==> src/hw/rtl/lup_pkg.sv <==
// Shared types, constants and helpers for the line upsampler.
package lup_pkg;

  localparam int MAG_BITS       = 5;
  localparam int PIXEL_BITS_DEF = 16;
  localparam int MAX_MAG_DEF    = 16;

  typedef enum logic [0:0] {
    REG_MAG_FACTOR    = 1'b0,
    REG_INTERP_ENABLE = 1'b1
  } lup_reg_t;

  typedef enum logic [1:0] {
    S_IDLE,
    S_DIV,
    S_EMIT
  } lup_state_t;

  typedef enum logic [1:0] {
    K_PIX,
    K_HELD,
    K_INTERP
  } lup_kind_t;

  typedef struct packed {
    logic      load;
    logic      take_held;
    logic      emit;
    lup_kind_t kind;
    logic      row_end;
    logic      last;
    logic      commit;
  } lup_cmd_t;

  typedef struct packed {
    logic div_busy;
    logic out_free;
  } lup_status_t;

  function automatic logic [MAG_BITS-1:0] eff_factor(input logic [MAG_BITS-1:0] mag,
                                                     input int max_mag);
    logic [MAG_BITS-1:0] f;
    f = mag;
    if (f == '0) begin
      f = MAG_BITS'(1);
    end
    if (int'(f) > max_mag) begin
      f = MAG_BITS'(max_mag);
    end
    return f;
  endfunction

endpackage

==> src/hw/rtl/lup_ctrl.sv <==
// Controller state machine: sequences load, division and item emission.
module lup_ctrl (
  input  logic                         clk,
  input  logic                         rst_n,
  input  logic [lup_pkg::MAG_BITS-1:0] fac,
  input  logic                         interp_en,
  input  logic                         in_tvalid,
  input  logic                         in_tlast,
  output logic                         in_tready,
  input  lup_pkg::lup_status_t         status,
  output lup_pkg::lup_cmd_t            cmd
);
  import lup_pkg::*;

  lup_state_t          state_r, state_nxt;
  logic [MAG_BITS-1:0] k_r, k_nxt;
  logic                rend_r, rend_nxt;
  logic                interp_r, interp_nxt;
  logic                have_held_r, have_held_nxt;
  logic                acc;
  logic                at_last_step;
  logic                at_end;
  logic                is_final;

  assign acc          = in_tvalid && (state_r == S_IDLE);
  assign at_last_step = (k_r == fac - MAG_BITS'(1));
  assign at_end       = (k_r == fac);
  assign is_final     = interp_r ? (rend_r ? at_end : at_last_step) : at_last_step;

  // next state
  always_comb begin
    state_nxt     = state_r;
    k_nxt         = k_r;
    rend_nxt      = rend_r;
    interp_nxt    = interp_r;
    have_held_nxt = have_held_r;
    case (state_r)
      S_IDLE: begin
        if (acc) begin
          rend_nxt   = in_tlast;
          interp_nxt = interp_en;
          k_nxt      = '0;
          if (!interp_en) begin
            have_held_nxt = 1'b0;
            state_nxt     = S_EMIT;
          end else if (have_held_r) begin
            state_nxt = S_DIV;
          end else if (in_tlast) begin
            k_nxt     = fac;
            state_nxt = S_EMIT;
          end else begin
            have_held_nxt = 1'b1;
          end
        end
      end
      S_DIV: begin
        if (!status.div_busy) begin
          state_nxt = S_EMIT;
        end
      end
      S_EMIT: begin
        if (status.out_free) begin
          if (is_final) begin
            state_nxt = S_IDLE;
            if (interp_r) begin
              have_held_nxt = !rend_r;
            end
          end else begin
            k_nxt = k_r + MAG_BITS'(1);
          end
        end
      end
      default: begin
        state_nxt = S_IDLE;
      end
    endcase
  end

  // outputs
  always_comb begin
    in_tready     = (state_r == S_IDLE);
    cmd.load      = acc;
    cmd.take_held = acc && interp_en && !have_held_r;
    cmd.emit      = 1'b0;
    cmd.kind      = K_PIX;
    cmd.row_end   = 1'b0;
    cmd.last      = 1'b0;
    cmd.commit    = 1'b0;
    case (state_r)
      S_EMIT: begin
        cmd.emit = status.out_free;
        cmd.last = is_final;
        if (interp_r) begin
          cmd.row_end = at_end;
          if (k_r == '0) begin
            cmd.kind = K_HELD;
          end else if (at_end) begin
            cmd.kind = K_PIX;
          end else begin
            cmd.kind = K_INTERP;
          end
          cmd.commit = status.out_free && is_final;
        end else begin
          cmd.row_end = rend_r && at_last_step;
        end
      end
      default: begin
        cmd.emit = 1'b0;
      end
    endcase
  end

  always_ff @(posedge clk) begin
    if (!rst_n) begin
      state_r     <= S_IDLE;
      k_r         <= '0;
      rend_r      <= 1'b0;
      interp_r    <= 1'b0;
      have_held_r <= 1'b0;
    end else begin
      state_r     <= state_nxt;
      k_r         <= k_nxt;
      rend_r      <= rend_nxt;
      interp_r    <= interp_nxt;
      have_held_r <= have_held_nxt;
    end
  end

`ifndef SYNTHESIS
  a_no_emit_in_div: assert property (@(posedge clk) disable iff (!rst_n)
    (state_r == S_DIV) |-> !cmd.emit)
    else $error("item emitted while division runs");

  a_last_ends_item: assert property (@(posedge clk) disable iff (!rst_n)
    (cmd.emit && cmd.last) |=> (state_r == S_IDLE))
    else $error("controller did not return to idle after last item");

  a_step_in_range: assert property (@(posedge clk) disable iff (!rst_n)
    (state_r == S_EMIT) |-> (interp_r ? (k_r <= fac) : (k_r < fac)))
    else $error("step counter ran past factor");

  a_div_started: assert property (@(posedge clk) disable iff (!rst_n)
    ($past(rst_n) && $past(state_r) == S_IDLE && state_r == S_DIV) |-> status.div_busy)
    else $error("division not started on entry");
`endif

endmodule

==> src/hw/rtl/lup_dpath.sv <==
// Datapath: pixel registers, serial divider, interpolation stepper, output register.
module lup_dpath #(
  parameter int PIXEL_BITS = lup_pkg::PIXEL_BITS_DEF
) (
  input  logic                         clk,
  input  logic                         rst_n,
  input  logic [lup_pkg::MAG_BITS-1:0] fac,
  input  logic [PIXEL_BITS-1:0]        in_pixel,
  input  lup_pkg::lup_cmd_t            cmd,
  output lup_pkg::lup_status_t         status,
  input  logic                         out_tready,
  output logic                         out_valid,
  output logic [PIXEL_BITS-1:0]        out_pixel,
  output logic                         out_row_end,
  output logic                         out_last
);
  import lup_pkg::*;

  localparam int CNT_W = $clog2(PIXEL_BITS + 2);

  logic [PIXEL_BITS-1:0] held_r, new_r;
  logic                  neg_r;
  logic [PIXEL_BITS-1:0] dvd_r;
  logic [MAG_BITS-1:0]   rem_r;
  logic [CNT_W-1:0]      cnt_r;
  logic [PIXEL_BITS-1:0] qd_r;
  logic [MAG_BITS-1:0]   rd_r;
  logic [PIXEL_BITS-1:0] val_r;
  logic [MAG_BITS-1:0]   racc_r;
  logic                  out_valid_r;
  logic [PIXEL_BITS-1:0] out_pix_r;
  logic                  out_rend_r, out_last_r;

  logic [MAG_BITS:0]     fac_x;
  logic [MAG_BITS:0]     trial;
  logic                  trial_ge;
  logic                  rem_nz;
  logic [MAG_BITS:0]     rsum;
  logic                  rcarry;
  logic [PIXEL_BITS-1:0] val_nxt;
  logic [PIXEL_BITS-1:0] absd;
  logic                  in_lt;
  logic [PIXEL_BITS-1:0] emit_pix;

  assign fac_x    = {1'b0, fac};
  assign trial    = {rem_r, dvd_r[PIXEL_BITS-1]};
  assign trial_ge = (trial >= fac_x);
  assign rem_nz   = (rem_r != '0);
  assign rsum     = {1'b0, racc_r} + {1'b0, rd_r};
  assign rcarry   = (rsum >= fac_x);
  assign val_nxt  = val_r + qd_r + PIXEL_BITS'(rcarry);
  assign in_lt    = (in_pixel < held_r);
  assign absd     = in_lt ? (held_r - in_pixel) : (in_pixel - held_r);

  always_comb begin
    case (cmd.kind)
      K_HELD:   emit_pix = held_r;
      K_INTERP: emit_pix = val_nxt;
      default:  emit_pix = new_r;
    endcase
  end

  assign status.div_busy = (cnt_r != '0);
  assign status.out_free = !out_valid_r || out_tready;

  // pixel registers and serial divider
  always_ff @(posedge clk) begin
    if (!rst_n) begin
      held_r <= '0;
      cnt_r  <= '0;
    end else begin
      if (cmd.take_held) begin
        held_r <= in_pixel;
      end else if (cmd.commit) begin
        held_r <= new_r;
      end
      if (cmd.load) begin
        cnt_r <= CNT_W'(PIXEL_BITS + 1);
      end else if (cnt_r != '0) begin
        cnt_r <= cnt_r - CNT_W'(1);
      end
    end
  end

  always_ff @(posedge clk) begin
    if (cmd.load) begin
      new_r <= in_pixel;
      neg_r <= in_lt;
      dvd_r <= absd;
      rem_r <= '0;
    end else if (cnt_r > CNT_W'(1)) begin
      rem_r <= trial_ge ? MAG_BITS'(trial - fac_x) : MAG_BITS'(trial);
      dvd_r <= {dvd_r[PIXEL_BITS-2:0], trial_ge};
    end else if (cnt_r == CNT_W'(1)) begin
      // floor toward minus infinity for a falling ramp
      if (neg_r) begin
        qd_r <= ~dvd_r + PIXEL_BITS'(!rem_nz);
        rd_r <= rem_nz ? (fac - rem_r) : '0;
      end else begin
        qd_r <= dvd_r;
        rd_r <= rem_r;
      end
    end
  end

  // interpolation stepper
  always_ff @(posedge clk) begin
    if (cmd.emit) begin
      if (cmd.kind == K_HELD) begin
        val_r  <= held_r;
        racc_r <= '0;
      end else if (cmd.kind == K_INTERP) begin
        val_r  <= val_nxt;
        racc_r <= rcarry ? MAG_BITS'(rsum - fac_x) : MAG_BITS'(rsum);
      end
    end
  end

  // output register
  always_ff @(posedge clk) begin
    if (!rst_n) begin
      out_valid_r <= 1'b0;
    end else if (cmd.emit) begin
      out_valid_r <= 1'b1;
    end else if (out_tready) begin
      out_valid_r <= 1'b0;
    end
  end

  always_ff @(posedge clk) begin
    if (cmd.emit) begin
      out_pix_r  <= emit_pix;
      out_rend_r <= cmd.row_end;
      out_last_r <= cmd.last;
    end
  end

  assign out_valid   = out_valid_r;
  assign out_pixel   = out_pix_r;
  assign out_row_end = out_rend_r;
  assign out_last    = out_last_r;

endmodule

==> src/hw/rtl/line_upsampler_replicate_linear.sv <==
// Line upsampler top level: configuration registers, controller and datapath.
//
// Magnifies a row of unsigned pixels by an integer factor f (mag_factor, 0 acts as 1,
// clamped to MAX_MAG). Replicate mode: each item gives f output items. Interpolate
// mode: the first pixel of a row is only held, unless it also ends the row, when it is
// emitted once; each later pixel first runs a bit-serial divider of (new - held) by f,
// then emits the held pixel and f - 1 interpolated items (plus the pixel itself at row
// end), one per cycle while the output register is free. The output register lets the
// next item be accepted while the final result waits; out_tready stalls hold emission.
module line_upsampler_replicate_linear #(
  parameter int PIXEL_BITS = lup_pkg::PIXEL_BITS_DEF,
  parameter int MAX_MAG    = lup_pkg::MAX_MAG_DEF,
  parameter int TDATA_W    = ((PIXEL_BITS + 7) / 8) * 8
) (
  input  logic                         clk,
  input  logic                         rst_n,
  input  logic                         cfg_we,
  input  logic [0:0]                   cfg_index,
  input  logic [lup_pkg::MAG_BITS-1:0] cfg_wdata,
  input  logic                         in_tvalid,
  output logic                         in_tready,
  input  logic [TDATA_W-1:0]           in_tdata,   // in_pixel
  input  logic                         in_tlast,   // row_end
  output logic                         out_tvalid,
  input  logic                         out_tready,
  output logic [TDATA_W-1:0]           out_tdata,  // out_pixel
  output logic                         out_tlast,  // out_row_end
  output logic                         out_tuser   // last
);
  import lup_pkg::*;

  logic [MAG_BITS-1:0]   mag_r;
  logic                  interp_r;
  logic [MAG_BITS-1:0]   fac;
  lup_cmd_t              cmd;
  lup_status_t           status;
  logic [PIXEL_BITS-1:0] out_pixel;

  always_ff @(posedge clk) begin
    if (!rst_n) begin
      mag_r    <= MAG_BITS'(1);
      interp_r <= 1'b0;
    end else if (cfg_we) begin
      case (lup_reg_t'(cfg_index))
        REG_MAG_FACTOR:    mag_r    <= cfg_wdata;
        REG_INTERP_ENABLE: interp_r <= cfg_wdata[0];
        default: begin
        end
      endcase
    end
  end

  assign fac = eff_factor(mag_r, MAX_MAG);

  lup_ctrl u_ctrl (
    .clk       (clk),
    .rst_n     (rst_n),
    .fac       (fac),
    .interp_en (interp_r),
    .in_tvalid (in_tvalid),
    .in_tlast  (in_tlast),
    .in_tready (in_tready),
    .status    (status),
    .cmd       (cmd)
  );

  lup_dpath #(
    .PIXEL_BITS (PIXEL_BITS)
  ) u_dpath (
    .clk         (clk),
    .rst_n       (rst_n),
    .fac         (fac),
    .in_pixel    (in_tdata[PIXEL_BITS-1:0]),
    .cmd         (cmd),
    .status      (status),
    .out_tready  (out_tready),
    .out_valid   (out_tvalid),
    .out_pixel   (out_pixel),
    .out_row_end (out_tlast),
    .out_last    (out_tuser)
  );

  assign out_tdata = TDATA_W'(out_pixel);

endmodule
==> config.mk <==
export PLATFORM = sky130hd
export DESIGN_NAME = line_upsampler_replicate_linear
export DESIGN_NICKNAME = d
export VERILOG_FILES = /design/src/hw/rtl/lup_pkg.sv /design/src/hw/rtl/lup_ctrl.sv /design/src/hw/rtl/lup_dpath.sv /design/src/hw/rtl/line_upsampler_replicate_linear.sv
export SDC_FILE = /design/constraint.sdc
export NUM_CORES = 1
export LEC_CHECK = 0
export BUFFER_PORTS_ARGS = -buffer_cell sky130_fd_sc_hd__buf_2
export CORE_MARGIN = 2
export CORE_UTILIZATION = 40
export DETAILED_ROUTE_END_ITERATION = 7
export PLACE_DENSITY = 0.54
export SYNTH_ARGS = -nofsm -noshare
export SYNTH_HDL_FRONTEND = slang
export SYNTH_HIERARCHICAL = 1
export SYNTH_SLANG_ARGS = --single-unit
==> constraint.sdc <==
create_clock -name clk -period 13.8 [get_ports clk]
set_clock_uncertainty 0.2 [all_clocks]
set_input_delay 0.69 -clock clk [delete_from_list [all_inputs] [get_ports clk]]
set_output_delay 0.69 -clock clk [all_outputs]
set_load 0.05 [all_outputs]
==> metrics.json <==
{
  "run_status": {
    "status": "completed"
  },
  "timing": {
    "setup_total_negative_slack_ns": 0,
    "hold_vio_cnt_final": 0,
    "period_needed_ns": 5.868,
    "layout_worst_path_cycle_share": 0.4252,
    "timing.final.setup_violations": 0,
    "tightestPinTransition_ns": 1.071,
    "rsz0062_at_grt": "no",
    "max_slew_margin": 0.2858,
    "drv_slew": 0,
    "fmaxAchievable_ghz": 0.1704
  },
  "place": {
    "number_of_buffers_added_on_ports": 47,
    "dp_hpwl_um": 17490,
    "detailed_place.area_um2": 9856,
    "replace_congestion": 0.8252
  },
  "clock_tree": {
    "postCtsSetupBuffers": 0,
    "numClockSinks": 136,
    "cts_made_buffers": 17,
    "clkLatencyLatePin_ns": 0.42,
    "tritoncts": "built",
    "cts_buffer_depth": 2,
    "cts_resized": 0,
    "clkTransAtPathRegs_ns": 0.07,
    "htreeDepth": 4,
    "cts-root-buf": "sky130_fd_sc_hd__clkbuf_16",
    "post_cts_hold_buffer_count": 0
  },
  "yosys": {
    "ys_ff_latch": 136,
    "synth_flop_cell": "sky130_fd_sc_hd__edfxtp_1",
    "synth_top_area_share": 0.2981,
    "synth.largest_area_cell": "sky130_fd_sc_hd__edfxtp_1",
    "synth.cells.most_frequent": "93 x sky130_fd_sc_hd__edfxtp_1, 93 x sky130_fd_sc_hd__nand2_1, 86 x sky130_fd_sc_hd__nor2_1",
    "postSynth.asyncResetShare": 0,
    "synth.lib_cells_used.distinct": 75,
    "number_of_enable_flip_flop_cells_after_synthesis": 93,
    "synth_warnings": 6,
    "yosys-top-cells-area": "sky130_fd_sc_hd__edfxtp_1 30%, sky130_fd_sc_hd__ha_1 9.9%, sky130_fd_sc_hd__dfxtp_1 9.2%, sky130_fd_sc_hd__a21oi_1 4.1%, sky130_fd_sc_hd__xnor2_1 3.9%",
    "post_synth.cell_area_avg_um2": 9.388,
    "synthesized_net_count": 1108,
    "synthesized_netlist_cell_count": 998,
    "syn_area_um2": 9369,
    "ys_seq_area_frac": 0.3900
  },
  "pwr": {
    "max-vdd-ir-drop_v": 0.00008724,
    "finalPower_mw": 1.666,
    "leakage_power_nw": 4.106,
    "power.density_cell_area_nw_per_um2": 159.6
  },
  "critical_path": {
    "timing.critical_path.to_type": "flip-flop",
    "required_ns": 13.77,
    "critical_path_buf_inv_count": 1,
    "r2r_slack_ns": 7.93,
    "crit_fanout": 7,
    "slowest_delay_ns": 0.68,
    "worstSetupStartpoint": "mag_r[2]",
    "critPathLaunchType": "flip-flop",
    "worstSetupPathDepth": 18,
    "worst_ep_arrival_time_ns": 5.83,
    "crit_path_top_delay_cell": "sky130_fd_sc_hd__a21oi_1",
    "reg2regPathDepth": 18,
    "critical-path-top-cell-by-count": "sky130_fd_sc_hd__fa_1",
    "r2r-start": "mag_r[2]",
    "path_delay_family": "compound AO/OA/AOI/OAI gates",
    "critPathKind": "flip-flop to flip-flop",
    "worstSetupEndpoint": "u_dpath/out_pixel[12]",
    "worstPathCellList": "or3_1 > a21oi_1 > ha_1 > inv_1 > fa_1 > a21o_1 > a21oi_1 > nand2_1 > a2111oi_4 > fa_1 > fa_1 > nor2b_1 > o21a_1 > o21ai_0 > a31oi_1 > a221o_1 > mux2i_1 > o211ai_1",
    "r2r-end": "u_dpath/out_pixel[12]"
  },
  "drt": {
    "drt-pass1-iter-count": 5,
    "wl_um": 23650,
    "initialDrtViolationCount": 446,
    "detailed_route_via_count": 7170,
    "drt.antenna.violating_nets": 0,
    "drt-vias-per-instance": 5.288,
    "wire_per_inst_um": 17.44,
    "drt_drc_violations_left": 0
  },
  "grt": {
    "grt-ovfl-total": 0,
    "grt_antenna_before_repair": 1,
    "first_pass_grt_wire_length_um": 37290,
    "maximum_number_of_pins_on_one_net_before_global_route_repair": 62,
    "number_of_global_route_vias_before_repair": 6737,
    "grt_usage": 0.1971
  },
  "finish": {
    "area_growth_syn_to_layout_pct": 11.45,
    "post_route_cells_drive_above_1_share": 0.1100,
    "final_design_area_no_fill_um2": 10440,
    "nets": 1133
  },
  "floorplan": {
    "floorplan.initialDensity": 0.4028,
    "floorplan.die_area_um2": 24660,
    "design.portCount": 48,
    "std_cell_rows": 56,
    "dieWidth_um": 157.0,
    "design.core.area_um2": 23260,
    "die_h_um": 157.0
  },
  "flow_run": {
    "cap_viol_max_count": 0
  },
  "hold_path": {
    "worstHoldPathType": "flip-flop to flip-flop"
  }
}
-- worst min path at each step --
stage | slack (ns) | to | startpoint | cells after the start
after global placement | 0.26 | mag_r[3] | mag_r[3] | 2
after global routing | 0.27 | u_dpath/new_r[12] | in_tdata[12] | 1
after detailed placement | 0.26 | mag_r[3] | mag_r[3] | 2
after CTS | 0.26 | u_dpath/new_r[5] | in_tdata[5] | 1
final | 0.27 | mag_r[2] | mag_r[2] | 2
after floorplan | 0.24 | mag_r[1] | mag_r[1] | 2
-- layout make-up --
cell class	count	area (um2)
clock inverters	11	122.6
inverters	78	292.8
clock buffers	21	460.4
repair buffers	55	295.3
fillers	2355	12820
flip-flops and latches	136	3654
well taps	319	399.1
diodes	1	2.502
multi-input cells	735	5215
-- layer usage --
metal  vias to the layer above  routed length, um  GRT usage
li1                       3633                  -          -
met1                      3396              12450     0.3005
met2                       125              10220     0.2922
met3                        16                740    0.03056
met4                         0                235    0.04459
met5                         -                  0          0
-- cells by family (layout without fill, tap and decap cells) --
group / after synthesis / after routing / synth area share
fa+ha+maj: 82 / 82 / 0.1159
compound gates: 277 / 277 / 0.2007
mux: 38 / 38 / 0.04140
other cells: 0 / 1 / 0
flops: 136 / 136 / 0.3900
buf+inv: 127 / 165 / 0.05449
xor+xnor: 65 / 65 / 0.06237
simple gates: 273 / 273 / 0.1352
-- placed cells by master (no fill, tap or decap), drive strengths merged, types with 7 or more instances in the layout --
| cell | n |
|---|---|
| o21ai | 55 |
| a221oi | 8 |
| o31ai | 10 |
| nor2b | 16 |
| inv | 78 |
| nand3 | 9 |
| dfxtp | 43 |
| a21oi | 78 |
| a211oi | 38 |
| ha | 74 |
| o21bai | 8 |
| o21a | 11 |
| xnor2 | 43 |
| a21o | 22 |
| fa | 8 |
| buf | 55 |
| nand2 | 93 |
| nor2 | 86 |
| nand2b | 14 |
| edfxtp | 93 |
| o211ai | 7 |
| nand4 | 10 |
| xor2 | 22 |
| clkbuf | 21 |
| nor3 | 19 |
| mux2i | 32 |
-- sequential cells by signal, summed over array words and instances (netlist names), 2 cells and up --
| signal | count |
|---|---|
| u_dpath/cnt_r | 5 |
| u_dpath/out_pixel | 16 |
| u_dpath/new_r | 16 |
| u_ctrl/state_r | 2 |
| u_dpath/qd_r | 16 |
| u_dpath/dvd_r | 16 |
| u_dpath/rd_r | 5 |
| u_dpath/racc_r | 5 |
| mag_r | 5 |
| u_ctrl/k_r | 5 |
| u_dpath/held_r | 16 |
| u_dpath/val_r | 16 |
| u_dpath/rem_r | 5 |
-- where the power goes --
group	switching, mW	internal (mW)	total (mW)
Sequential	0.0675	0.551	0.618
Clock	0.179	0.275	0.454
Combinational	0.353	0.242	0.594
-- metrics by stage --
step / cells / utilization / setup slack [ns] / hold WS, ns
global route: 1356 / 0.4488 / 7.623 / 0.2713
floorplan: 998 / - / 8.813 / 0.2378
finish: 1356 / 0.4488 / 7.932 / 0.2695
detailed placement: 1323 / 0.4237 / 7.985 / 0.2604
CTS: 1355 / 0.4487 / 7.957 / 0.2643
global placement: 1323 / 0.4237 / 8.065 / 0.2624
-- worst min-delay path, stage by stage (launching register included) --
cell                      delay (ns)
sky130_fd_sc_hd__dfxtp_1        0.32
sky130_fd_sc_hd__nand2_1        0.05
sky130_fd_sc_hd__mux2i_1        0.05
(Power assumes the default switching activity.)
